===== src/hw/rtl/u16u8_pkg.sv =====
// Shared types and helpers for the UTF-16 path to UTF-8 transcoder.
// Holds the work record passed from the front end to the back end.
// No dependencies.
`default_nettype none

package u16u8_pkg;

  // Depth of the work queue between the front end and the back end.
  localparam int QDEPTH = 4;
  localparam int QAW    = $clog2(QDEPTH);

  // Number of bytes a UTF-8 sequence uses, from one to four, or none.
  localparam logic [2:0] LEN_NONE = 3'd0;
  localparam logic [2:0] LEN_ONE  = 3'd1;
  localparam logic [2:0] LEN_TWO  = 3'd2;
  localparam logic [2:0] LEN_THR  = 3'd3;
  localparam logic [2:0] LEN_FOUR = 3'd4;

  // One input item's worth of output: up to two sequences and a terminator.
  typedef struct packed {
    logic [20:0] cp_a;   // held surrogate or surrogate pair
    logic [2:0]  len_a;
    logic [15:0] cp_b;   // current unit
    logic [2:0]  len_b;
    logic        term;   // terminating zero follows
  } work_t;

  // UTF-8 length of a code point.
  function automatic logic [2:0] cp_len(input logic [20:0] cp);
    logic [2:0] len;
    if (cp <= 21'h7F) begin
      len = LEN_ONE;
    end else if (cp <= 21'h7FF) begin
      len = LEN_TWO;
    end else if (cp <= 21'hFFFF) begin
      len = LEN_THR;
    end else begin
      len = LEN_FOUR;
    end
    return len;
  endfunction

  // One byte of a sequence; rem counts bytes still to go including this one.
  function automatic logic [7:0] enc_byte(input logic [20:0] cp, input logic [2:0] len,
                                          input logic [2:0] rem);
    logic [7:0] b;
    if (rem == len) begin
      case (len)
        LEN_ONE: b = cp[7:0];
        LEN_TWO: b = {3'b110, cp[10:6]};
        LEN_THR: b = {4'b1110, cp[15:12]};
        default: b = {5'b11110, cp[20:18]};
      endcase
    end else begin
      case (rem)
        3'd1:    b = {2'b10, cp[5:0]};
        3'd2:    b = {2'b10, cp[11:6]};
        default: b = {2'b10, cp[17:12]};
      endcase
    end
    return b;
  endfunction

endpackage

`default_nettype wire


===== src/hw/rtl/u16u8_front.sv =====
// Front end: accepts code units, pairs surrogates, tracks the byte budget
// and writes one work record per transaction that yields bytes.
// Depends on u16u8_pkg.
`default_nettype none

module u16u8_front #(
  parameter int PATH_BYTES = 256
) (
  input  wire                  clk,
  input  wire                  rst,
  input  wire                  s_tvalid,
  output logic                 s_tready,
  input  wire  [15:0]          s_tdata,   // [15:0] code_unit
  input  wire                  s_tlast,   // final_unit
  input  wire                  q_full,
  output logic                 push,
  output u16u8_pkg::work_t     rec
);

  localparam int CW = $clog2(PATH_BYTES);
  localparam logic [CW:0] LIMIT = (CW + 1)'(PATH_BYTES);

  logic [9:0]    held;
  logic          held_valid;
  logic [CW-1:0] count;
  logic          stopped;

  logic [9:0]    held_next;
  logic          held_valid_next;
  logic [CW-1:0] count_next;
  logic          stopped_next;

  logic          accept;
  logic          is_high;
  logic          is_low;
  logic [20:0]   cp_a;
  logic [2:0]    len_a;
  logic [15:0]   cp_b;
  logic [2:0]    len_b;
  logic          ended;
  logic          consumed;
  logic [CW:0]   cnt;
  logic [CW:0]   sum_a;
  logic [CW:0]   sum_b;

  assign s_tready = !q_full;
  assign accept   = s_tvalid && !q_full;
  assign is_high  = (s_tdata[15:10] == 6'b110110);
  assign is_low   = (s_tdata[15:10] == 6'b110111);

  // Classify the unit and decide which sequences fit in the budget.
  always_comb begin
    cp_a            = 21'd0;
    len_a           = u16u8_pkg::LEN_NONE;
    cp_b            = 16'd0;
    len_b           = u16u8_pkg::LEN_NONE;
    ended           = 1'b0;
    consumed        = 1'b0;
    cnt             = {1'b0, count};
    sum_a           = '0;
    sum_b           = '0;
    held_next       = held;
    held_valid_next = held_valid;
    count_next      = count;
    stopped_next    = stopped;

    if (stopped) begin
      if (s_tlast) begin
        stopped_next = 1'b0;
        count_next   = '0;
      end
    end else begin
      // Held high surrogate: pair it or emit it alone.
      if (held_valid) begin
        held_valid_next = 1'b0;
        held_next       = 10'd0;
        if (is_low) begin
          cp_a     = 21'h10000 + {1'b0, held, s_tdata[9:0]};
          consumed = 1'b1;
        end else begin
          cp_a = {5'd0, 6'b110110, held};
        end
        len_a = u16u8_pkg::cp_len(cp_a);
        sum_a = cnt + (CW + 1)'(len_a);
        if (sum_a >= LIMIT) begin
          ended = 1'b1;
          len_a = u16u8_pkg::LEN_NONE;
        end else begin
          cnt = sum_a;
        end
      end

      // Current unit, unless already used or the string ended.
      if (!ended && !consumed) begin
        if (s_tdata == 16'd0) begin
          ended = 1'b1;
        end else if (is_high && !s_tlast) begin
          held_next       = s_tdata[9:0];
          held_valid_next = 1'b1;
        end else begin
          cp_b  = (s_tdata == 16'h005C) ? 16'h002F : s_tdata;
          len_b = u16u8_pkg::cp_len({5'd0, cp_b});
          sum_b = cnt + (CW + 1)'(len_b);
          if (sum_b >= LIMIT) begin
            ended = 1'b1;
            len_b = u16u8_pkg::LEN_NONE;
          end else begin
            cnt = sum_b;
          end
        end
      end

      count_next = cnt[CW-1:0];
      if (s_tlast) begin
        held_next       = 10'd0;
        held_valid_next = 1'b0;
        count_next      = '0;
        stopped_next    = 1'b0;
      end else if (ended) begin
        stopped_next = 1'b1;
      end
    end
  end

  assign rec.cp_a  = cp_a;
  assign rec.len_a = len_a;
  assign rec.cp_b  = cp_b;
  assign rec.len_b = len_b;
  assign rec.term  = !stopped && (ended || s_tlast);
  assign push      = accept && ((len_a != u16u8_pkg::LEN_NONE)
                     || (len_b != u16u8_pkg::LEN_NONE) || rec.term);

  // Path state advances on every accepted transaction.
  always_ff @(posedge clk) begin
    if (rst) begin
      held       <= 10'd0;
      held_valid <= 1'b0;
      count      <= '0;
      stopped    <= 1'b0;
    end else if (accept) begin
      held       <= held_next;
      held_valid <= held_valid_next;
      count      <= count_next;
      stopped    <= stopped_next;
    end
  end

endmodule

`default_nettype wire


===== src/hw/rtl/u16u8_queue.sv =====
// Small work queue between the front end and the back end.
// Register array with read and write pointers. Depends on u16u8_pkg.
`default_nettype none

module u16u8_queue (
  input  wire               clk,
  input  wire               rst,
  input  wire               push,
  input  u16u8_pkg::work_t  rec_in,
  input  wire               pop,
  output u16u8_pkg::work_t  rec_out,
  output logic              full,
  output logic              nempty
);

  localparam int QD = u16u8_pkg::QDEPTH;
  localparam int AW = u16u8_pkg::QAW;

  u16u8_pkg::work_t mem [QD];
  logic [AW-1:0]    wptr;
  logic [AW-1:0]    rptr;
  logic [AW:0]      fill;

  assign full    = (fill == (AW + 1)'(QD));
  assign nempty  = (fill != '0);
  assign rec_out = mem[rptr];

  // Storage write.
  always_ff @(posedge clk) begin
    if (push) begin
      mem[wptr] <= rec_in;
    end
  end

  // Pointers and fill level.
  always_ff @(posedge clk) begin
    if (rst) begin
      wptr <= '0;
      rptr <= '0;
      fill <= '0;
    end else begin
      if (push) begin
        wptr <= wptr + 1'b1;
      end
      if (pop) begin
        rptr <= rptr + 1'b1;
      end
      if (push && !pop) begin
        fill <= fill + 1'b1;
      end else if (pop && !push) begin
        fill <= fill - 1'b1;
      end
    end
  end

endmodule

`default_nettype wire


===== src/hw/rtl/u16u8_back.sv =====
// Back end: takes work records from the queue and emits UTF-8 bytes, one
// per cycle unless stalled, via an output register. Depends on u16u8_pkg.
`default_nettype none

module u16u8_back (
  input  wire               clk,
  input  wire               rst,
  input  wire               q_nempty,
  input  u16u8_pkg::work_t  rec,
  output logic              pop,
  output logic              m_tvalid,
  input  wire               m_tready,
  output logic [7:0]        m_tdata,   // [7:0] out_byte
  output logic              m_tlast,   // run_end
  output logic              m_tuser    // string_end
);

  // Record being worked on.
  logic        cur_valid;
  logic [20:0] cp_a;
  logic [2:0]  len_a;
  logic [2:0]  rem_a;
  logic [15:0] cp_b;
  logic [2:0]  len_b;
  logic [2:0]  rem_b;
  logic        term;

  logic        out_load;
  logic [7:0]  byte_next;
  logic        se_next;
  logic [2:0]  rem_a_next;
  logic [2:0]  rem_b_next;
  logic        term_next;
  logic        last;

  assign out_load = cur_valid && (!m_tvalid || m_tready);

  // Pick the next byte: sequence A, then sequence B, then the terminator.
  always_comb begin
    byte_next  = 8'd0;
    se_next    = 1'b0;
    rem_a_next = rem_a;
    rem_b_next = rem_b;
    term_next  = term;
    if (rem_a != 3'd0) begin
      byte_next  = u16u8_pkg::enc_byte(cp_a, len_a, rem_a);
      rem_a_next = rem_a - 3'd1;
    end else if (rem_b != 3'd0) begin
      byte_next  = u16u8_pkg::enc_byte({5'd0, cp_b}, len_b, rem_b);
      rem_b_next = rem_b - 3'd1;
    end else begin
      se_next   = 1'b1;
      term_next = 1'b0;
    end
  end

  assign last = (rem_a_next == 3'd0) && (rem_b_next == 3'd0) && !term_next;
  assign pop  = q_nempty && (!cur_valid || (out_load && last));

  // Working record: reload from the queue or step through the bytes.
  always_ff @(posedge clk) begin
    if (rst) begin
      cur_valid <= 1'b0;
    end else if (pop) begin
      cur_valid <= 1'b1;
    end else if (out_load) begin
      cur_valid <= !last;
    end
  end

  always_ff @(posedge clk) begin
    if (pop) begin
      cp_a  <= rec.cp_a;
      len_a <= rec.len_a;
      rem_a <= rec.len_a;
      cp_b  <= rec.cp_b;
      len_b <= rec.len_b;
      rem_b <= rec.len_b;
      term  <= rec.term;
    end else if (out_load) begin
      rem_a <= rem_a_next;
      rem_b <= rem_b_next;
      term  <= term_next;
    end
  end

  // Output register.
  always_ff @(posedge clk) begin
    if (rst) begin
      m_tvalid <= 1'b0;
    end else if (out_load) begin
      m_tvalid <= 1'b1;
    end else if (m_tready) begin
      m_tvalid <= 1'b0;
    end
  end

  always_ff @(posedge clk) begin
    if (out_load) begin
      m_tdata <= byte_next;
      m_tlast <= last;
      m_tuser <= se_next;
    end
  end

`ifndef SYNTH
  // The terminating zero always closes its run.
  a_term_last: assert property (@(posedge clk) disable iff (rst)
    (m_tvalid && m_tuser) |-> (m_tlast && (m_tdata == 8'd0)))
    else $error("terminator is not the last zero byte of its run");

  // A record in flight always has a byte left to give.
  a_cur_nonempty: assert property (@(posedge clk) disable iff (rst)
    cur_valid |-> ((rem_a != 3'd0) || (rem_b != 3'd0) || term))
    else $error("working record holds no bytes");

  // Remaining counts never exceed the sequence lengths.
  a_rem_bound: assert property (@(posedge clk) disable iff (rst)
    cur_valid |-> ((rem_a <= len_a) && (rem_b <= len_b) && (len_a <= 3'd4)))
    else $error("remaining byte count out of range");

  // A stalled output byte is not overwritten.
  a_no_overwrite: assert property (@(posedge clk) disable iff (rst)
    (m_tvalid && !m_tready) |=> ($stable(m_tdata) && $stable(m_tlast)))
    else $error("output byte changed under stall");
`endif

endmodule

`default_nettype wire


===== src/hw/rtl/utf16be_path_to_utf8_core.sv =====
// The first byte of a transaction passes through the work queue, the working record and
// the output register. Throughput: one output byte per cycle while m_tready is high;
// an input transaction yields 0 to 7 bytes (up to 4 for ordinary units); the front end
// accepts a unit every cycle while the queue has room.
// Reset: rst clears path state, the work queue and the output valid; no clearing pass.
`default_nettype none

module utf16be_path_to_utf8_core #(
  parameter int PATH_BYTES = 256
) (
  input  wire         clk,
  input  wire         rst,
  input  wire         s_tvalid,
  output logic        s_tready,
  input  wire  [15:0] s_tdata,   // [15:0] code_unit
  input  wire         s_tlast,   // final_unit
  output logic        m_tvalid,
  input  wire         m_tready,
  output logic [7:0]  m_tdata,   // [7:0] out_byte
  output logic        m_tlast,   // run_end
  output logic        m_tuser    // string_end
);

  logic             push;
  logic             pop;
  logic             q_full;
  logic             q_nempty;
  u16u8_pkg::work_t rec_in;
  u16u8_pkg::work_t rec_out;

  // Classification and path state.
  u16u8_front #(
    .PATH_BYTES(PATH_BYTES)
  ) u_front (
    .clk     (clk),
    .rst     (rst),
    .s_tvalid(s_tvalid),
    .s_tready(s_tready),
    .s_tdata (s_tdata),
    .s_tlast (s_tlast),
    .q_full  (q_full),
    .push    (push),
    .rec     (rec_in)
  );

  // Work queue.
  u16u8_queue u_queue (
    .clk    (clk),
    .rst    (rst),
    .push   (push),
    .rec_in (rec_in),
    .pop    (pop),
    .rec_out(rec_out),
    .full   (q_full),
    .nempty (q_nempty)
  );

  // Byte emitter.
  u16u8_back u_back (
    .clk     (clk),
    .rst     (rst),
    .q_nempty(q_nempty),
    .rec     (rec_out),
    .pop     (pop),
    .m_tvalid(m_tvalid),
    .m_tready(m_tready),
    .m_tdata (m_tdata),
    .m_tlast (m_tlast),
    .m_tuser (m_tuser)
  );

endmodule

`default_nettype wire


===== config.mk =====
export PLATFORM = sky130hd
export DESIGN_NAME = utf16be_path_to_utf8_core
export DESIGN_NICKNAME = d
export VERILOG_FILES = /design/src/hw/rtl/u16u8_pkg.sv /design/src/hw/rtl/u16u8_front.sv /design/src/hw/rtl/u16u8_queue.sv /design/src/hw/rtl/u16u8_back.sv /design/src/hw/rtl/utf16be_path_to_utf8_core.sv
export SDC_FILE = /design/constraint.sdc
export NUM_CORES = 1
export LEC_CHECK = 0
export CAP_MARGIN = 20
export CORE_ASPECT_RATIO = 0.5
export CORE_UTILIZATION = 30
export DETAILED_ROUTE_END_ITERATION = 12
export DONT_BUFFER_PORTS = 1
export GPL_ROUTABILITY_DRIVEN = 0
export GPL_TIMING_DRIVEN = 0
export SLEW_MARGIN = 0
export SYNTH_ARGS = -nofsm -noshare
export SYNTH_HDL_FRONTEND = slang
export SYNTH_SLANG_ARGS = --single-unit

===== constraint.sdc =====
create_clock -name clk -period 8.2 [get_ports clk]
set_clock_uncertainty 0.15 [all_clocks]
set_input_delay 1.64 -clock clk [delete_from_list [all_inputs] [get_ports clk]]
set_output_delay 1.64 -clock clk [all_outputs]
set_load 0.005 [all_outputs]

# Yosys cells after proc, flatten, opt, wreduce, memory -nomap -nowiden
# Memories as Yosys holds them, arrays and structs flattened. A register that Yosys moved wholly into a read port is not among the register bits.
# Index checks and enable logic that the tools add are counted.
# Widths: inputs -> output; s select.
[classes]
addsub = 9
n_lt_le_gt_ge = 7
eq_ne = 17
mux = 94
bitwise = 1
reduce_logical = 41
[op_table]
columns = ["op", "n"]
rows = [
  ["$mux 21", 5],
  ["$mux 8", 11],
  ["$mux 3", 27],
  ["$mux 16", 5],
  ["$mux 10", 5],
  ["$pmux 8 s3", 2],
  ["$mux 1", 32],
  ["$mux 9", 3],
  ["$pmux 6 s2", 2],
  ["$add 17x20->21 const A", 1],
  ["$le 21x11->1 const B", 1],
  ["$le 21x16->1 const B", 1],
  ["$le 21x7->1 const B", 1],
  ["$eq 3x2->1 const B", 6],
  ["$ge 9x9->1 const B", 2],
  ["$eq 16x7->1 const B", 1],
  ["$le 16x11->1 const B", 1],
  ["$le 16x7->1 const B", 1],
  ["$logic_not 16->1", 1],
  ["$reduce_bool 3->1", 5],
  ["$eq 3x1->1 const B", 4],
  ["$eq 6x6->1 const B", 2],
  ["$logic_and 1x1->1", 12],
  ["$logic_not 1->1", 11],
  ["14 further kinds", 27],
]
[word_totals]
ff_bits = 89
ram_bits = 176
inputBits = 21
output_inout_bits = 12
word_cells = 189
mem_count = 1
[mem_list]
columns = ["name", "words", "width", "read_ports", "rd_clocked_by_memory_dff", "wr", "line", "text"]
rows = [
  ["u_queue.mem", 4, 44, 1, 1, 1, "u16u8_queue.sv:19", "u16u8_pkg::work_t mem [QD];"],
]

# Logic depth before layout (Yosys ltp)
[depth]
word_depth = 35
depth_mapped = 27
depth_no_buf = 26

# Modules after synthesis
# A second synthesis with hierarchy kept.
[hier_totals]
cells_unflattened = 846
area_unflattened_um2 = 12122.9
[by_module_without_submodules]
columns = ["mod", "n_inst", "cells_per_inst", "area_per_inst_um2", "seq_area_each_um2"]
rows = [
  ["u16u8_queue", 1, 274, 6837.8, 5465.2],
  ["u16u8_back", 1, 284, 3298.2, 1841.8],
  ["u16u8_front", 1, 288, 1986.9, 400.4],
]

# Worst setup path before layout
# No wires, ideal clock.
[synth_path]
kind = "input-to-reg"
startpoint = "input port s_tdata[7]"
endpoint = "memory u_queue.mem[0][0] (netlist name) (enable)"
setup_ps = 405
t_arrival_ps = 6270
required_time_ps = 7645
setup_slack_ps = 1375
path_stages = 18
n_path_buf = 1
cell_sequence = "or3_1 or2_2 a21oi_1 ha_1 inv_1 fa_1 nor2b_1 buf_2 o2111ai_1 nand2_1 mux2_2 ha_1 fa_1 and3_1 nand3_2 a21o_1 o21a_4 and2_1"
[synth_between]
elab_chain_cells = 29
word_cells_on_any_way = 58
classes_between = "add/sub: 3; order compare: 7; eq/ne: 1; mux: 37; reduce/logical: 10"
[synth_lines]
columns = ["item", "line", "text"]
rows = [
  ["start, declared", "utf16be_path_to_utf8_core.sv:15", "input wire [15:0] s_tdata,"],
  ["$add 17x20->21", "u16u8_front.sv:78", "cp_a = 21'h10000 + {1'b0, held, s_tdata[9:0]};"],
  ["$mux 21", "u16u8_front.sv:77", "if (is_low) begin"],
  ["$mux 21", "u16u8_front.sv:74", "if (held_valid) begin"],
  ["$mux 21", "u16u8_front.sv:67", "if (stopped) begin"],
  ["$le 21x16->1", "u16u8_pkg.sv:35", "end else if (cp <= 21'hFFFF) begin"],
  ["$mux 3", "u16u8_pkg.sv:35", ""],
  ["$mux 3", "u16u8_pkg.sv:33", "end else if (cp <= 21'h7FF) begin"],
  ["$mux 3", "u16u8_pkg.sv:31", "if (cp <= 21'h7F) begin"],
  ["(+13 left out)", "--", ""],
  ["$mux 1 (2 in a row)", "u16u8_front.sv:67", ""],
  ["$logic_or 1x1->1", "u16u8_front.sv:129", "assign rec.term = !stopped && (ended || s_tlast);"],
  ["$logic_and 1x1->1", "u16u8_front.sv:129", ""],
  ["$logic_or 1x1->1 (*)", "u16u8_front.sv:131", "|| (len_b != u16u8_pkg::LEN_NONE) || rec.term);"],
  ["$logic_and 1x1->1 (*)", "u16u8_front.sv:130", "assign push = accept && ((len_a != u16u8_pkg::LEN_NONE)"],
  ["via push", "utf16be_path_to_utf8_core.sv:24", "logic push;"],
  ["$mux 1 (*)", "u16u8_queue.sv:30", "if (push) begin"],
  ["$mux 1 (implied by the code) (*)", "u16u8_queue.sv:31", "mem[wptr] <= rec_in;"],
  ["end, declared", "u16u8_queue.sv:19", ""],
]
# The timed path passes the listed nets; every way through them passes the cells marked *. The select of a mux whose other input is x is not followed.

==> results.tsv <==
stage	metric	value	unit
floorplanning	core	37660	um2
power	p_switching	1.238	mW
critical_path	end_kind	flip-flop	
hold_path	hold_path.class	reg2reg	
power	total_power	4.088	mW
critical_path	critPathBufInv	4	
sta	fin_crit_sh	88.77	%
logic_synthesis	synth_area_per_cell	14.20	um2
detailed_routing	ant_nets	0	
power	p_sw_share	30.29	%
critical_path	r2r_cells	26	
detailed_routing	num_vias	6919	
sta	rsz0062_at_grt	no	
logic_synthesis	synth_ff_type	edfxtp_1	
clock_network	clkTransAtPathRegs	60	ps
clock_network	clockRootBuffer	clkbuf_16	
critical_path	r2r_start	u_front.held[6]	
logic_synthesis	yosys_warnings	0	
floorplanning	fp-row-count	50	
critical_path	startpoint_type	primary input	
global_route	grt_max_degree	47	
detailed_routing	drc	0	
critical_path	critical_path_class	in2reg	
sta	final.setup.worst_slack	921.0	ps
logic_synthesis	synth-seq-area-share	65.38	%
clock_network	clockBufferDepth	3	
critical_path	cp_cell_sequence	and4b_1 -> nand3_1 -> clkbuf_1 -> nor3_1 -> a21oi_1 -> ha_1 -> inv_1 -> fa_1 -> nor2b_1 -> buf_2 -> o2111ai_1 -> nand2_1 -> o21ai_0 -> fa_1 -> nand4_1 -> o41ai_2 -> o21a_4 -> ha_1 -> inv_1 -> fa_1 -> xor2_1 -> or3_1 -> a21oi_1	
power	p_per_area	311.5	nW/um2
sta	min_period	7279	ps
power	power.internal	2.850	mW
logic_synthesis	async_reset_ff_share	0	%
critical_path	slowest_stage	o41ai_2	
placed_design	place_area	12290	um2
detailed_routing	first_iter_violations	583	
power	peakVddDrop	166.3	uV
critical_path	crit_arrival	7580	ps
power	p_comb_share	25.2	%
placed_design	dpl.hpwl	17860	um
flow_run	cap_viol_max_count	0	
critical_path	critPathTopFamily	compound AO/OA/AOI/OAI gates	
critical_path	crit_fanout	10	
floorplanning	fp.dieArea	39360	um2
critical_path	r2r-end	u_queue.fill[2]	
floorplanning	die_w	279.6	um
critical_path	rrSetupSlack	1780	ps
layout	nets	889	
clock_network	ctsHoldBuffers	0	
floorplanning	start_util	30.69	%
power	pwr-share-seq	46.4	%
layout	antennaDiodeCount	0	
sta	max_freq	0.1374	GHz
sta	fin_worst_hold_slack	332.9	ps
logic_synthesis	syn-num-nets	857	
logic_synthesis	synth.distinct_cells	67	
sta	final_max_slew_viol_count	0	
detailed_routing	first_pass_iters	5	
layout	stdcell_area	13130	um2
placed_design	io_buffers	0	
critical_path	required	8500	ps
logic_synthesis	synthCells	814	
detailed_routing	via_per_inst	4.992	
layout	drive_gt1_share	12.47	%
layout	fill_cells	3598	
layout	synthToLayoutAreaGrowth	13.56	%
hold_path	hp-start	u_front.count[0]	
critical_path	max_stage_delay	650	ps
clock_network	cts.sinks	262	
status	run_status	finished clean	
sta	relSlewSlack	38.52	%
hold_path	hold_end	u_front.count[0]	
critical_path	cp_common_cell	fa_1	
global_route	gr-total-overflow	0	
clock_network	cts_resized	0	
global_route	antenna_found_initial	0	
detailed_routing	post_drt_wl_per_cell	18.24	um
clock_network	clock_latency	530	ps
global_route	grt_use_total	12.84	%
logic_synthesis	ys_seq_elements	262	
global_route	grt_pass1_wl	39300	um
clock_network	cts_buffers	26	
hold_path	holdPathStages	2	
global_route	grt_pass1_vias	6899	
detailed_routing	drt_wl_total	25280	um
power	leakage	4.274	nW
sta	setup_violations	0	
clock_network	postCtsSetupBuffers	0	
placed_design	place_ws	424.5	ps
power	clockPowerShare	28.4	%
clock_network	cts_tree	done	
floorplanning	die_h	140.8	um
logic_synthesis	synth_edf_count	231	
logic_synthesis	synth_area	11560	um2
sta	tightest_slew	920.8	ps
sta	hold_viol	0	
floorplanning	pin_count	33	
clock_network	htreeDepth	1	
-- sequential cells by signal, indices dropped and copies added, names as in the netlist, named ones only --
name                count
u_queue.mem           172
u_back.cp_a            21
u_back.cp_b            16
u_front.held           10
u_back.m_tdata          8
u_front.count           8
u_back.len_a            3
u_back.rem_a            3
u_back.rem_b            3
u_queue.fill            3
u_back.len_b            2
u_queue.rptr            2
u_queue.wptr            2
u_back.cur_valid        1
u_back.m_tlast          1
u_back.m_tuser          1
u_back.m_tvalid         1
u_back.term             1
u_front.held_valid      1
u_front.stopped         1
-- through the flow --
stage,cells,utilization [%],setup TNS [ps]
after floorplan,814,-,0
after global placement,1334,32.42,-48810
after detailed placement,1338,32.64,0
after CTS,1386,34.85,0
after global routing,1386,34.85,0
final,1386,34.85,0
-- cells in the final DEF (no fill, tap or decap), types with 11 or more instances in the layout --
master / netlist / routed
o21ai_0: 38 / 38
nor3_1: 17 / 17
nand3_1: 13 / 13
a22oi_1: 23 / 23
a21oi_1: 43 / 43
mux4_2: 43 / 43
edfxtp_1: 231 / 231
nand2_1: 70 / 70
inv_1: 22 / 21
clkbuf_16: 0 / 26
clkbuf_1: 29 / 38
mux2i_1: 15 / 15
ha_1: 19 / 19
nor2_1: 62 / 62
and2_1: 24 / 20
nand2b_1: 11 / 11
dfxtp_1: 31 / 31
-- power by group through the flow --
| stage | logic, mW | clock network, mW | registers, mW |
|---|---|---|---|
| 2_1_floorplan | 0.746 | 0 | 1.88 |
| 3_3_place_gp | 0.990 | 0 | 1.93 |
| 3_5_place_dp | 1.03 | 0 | 1.93 |
| 4_1_cts | 1.03 | 1.19 | 1.90 |
| 5_1_grt | 1.14 | 1.24 | 1.92 |
| 6_report | 1.03 | 1.16 | 1.90 |
-- layout make-up --
class | instances | area, um2 | area share [%]
inverter | 22 | 82.58 | 0.6291
timing repair buffer | 4 | 80.08 | 0.6100
clock inverter | 13 | 147.6 | 1.125
multi-input combinational | 492 | 3771 | 28.73
tap | 520 | 650.6 | 4.957
buffer | 38 | 152.6 | 1.163
sequential | 262 | 7557 | 57.57
clock buffer | 35 | 684.4 | 5.214
-- worst register-to-register path: cells and delay by family (launching register included) --
kind	cells	cell delay, ps
simple gates	7	1280
fa+ha+maj	7	2030
mux	1	200
compound gates	6	1570
flops	1	480
xor+xnor	1	170
buf+inv	4	450
-- kinds of logic after synthesis --
logic type                 share of synthesized area, %
buffers and inverters                             2.035
and+or+nand+nor                                   10.09
AOI/OAI and AO/OA                                 8.682
muxes                                             10.10
DFF                                               65.38
adders and majority gates                         2.576
xor gates and xnor gates                          1.137
-- worst max path at each step --
stage                     slack, ps  cells past startpoint           endpoint         from
after floorplan                1380                     18  u_queue.mem[0][0]   s_tdata[7]
after global placement         -300                     18  u_queue.mem[2][5]  s_tdata[13]
after detailed placement        420                     23    u_queue.fill[2]  s_tdata[13]
after CTS                       940                     23    u_queue.fill[2]  s_tdata[13]
after global routing            390                     23    u_queue.fill[2]  s_tdata[13]
final                           920                     23    u_queue.fill[2]  s_tdata[13]
-- layer usage --
layer / global-route usage, % / part of all wire (%)
met5: 0 / 0
met4: 2.732 / 1.6
met3: 1.657 / 5.3
met2: 21.04 / 47
met1: 18.25 / 46
-- Yosys cell counts (all sizes together), types with 6 or more instances --
library cell	number	area, um2
o21ai	41	205.2
a21oi	44	224.0
xor2	8	70.07
xnor2	7	61.31
buf	9	43.79
inv	22	82.58
nand4	7	50.05
dfxtp	31	620.6
and2	24	150.1
o211ai	7	52.55
nor3	17	85.08
clkbuf	29	108.9
mux4	43	968.4
nand2	70	262.8
nand2b	11	68.82
mux2i	15	150.1
nand3	14	75.07
edfxtp	231	6937
nor2	62	232.7
o22ai	10	62.56
nor2b	6	37.54
a22oi	23	172.7
ha	19	237.7
Note: power is estimated with default switching activity, not from simulation.
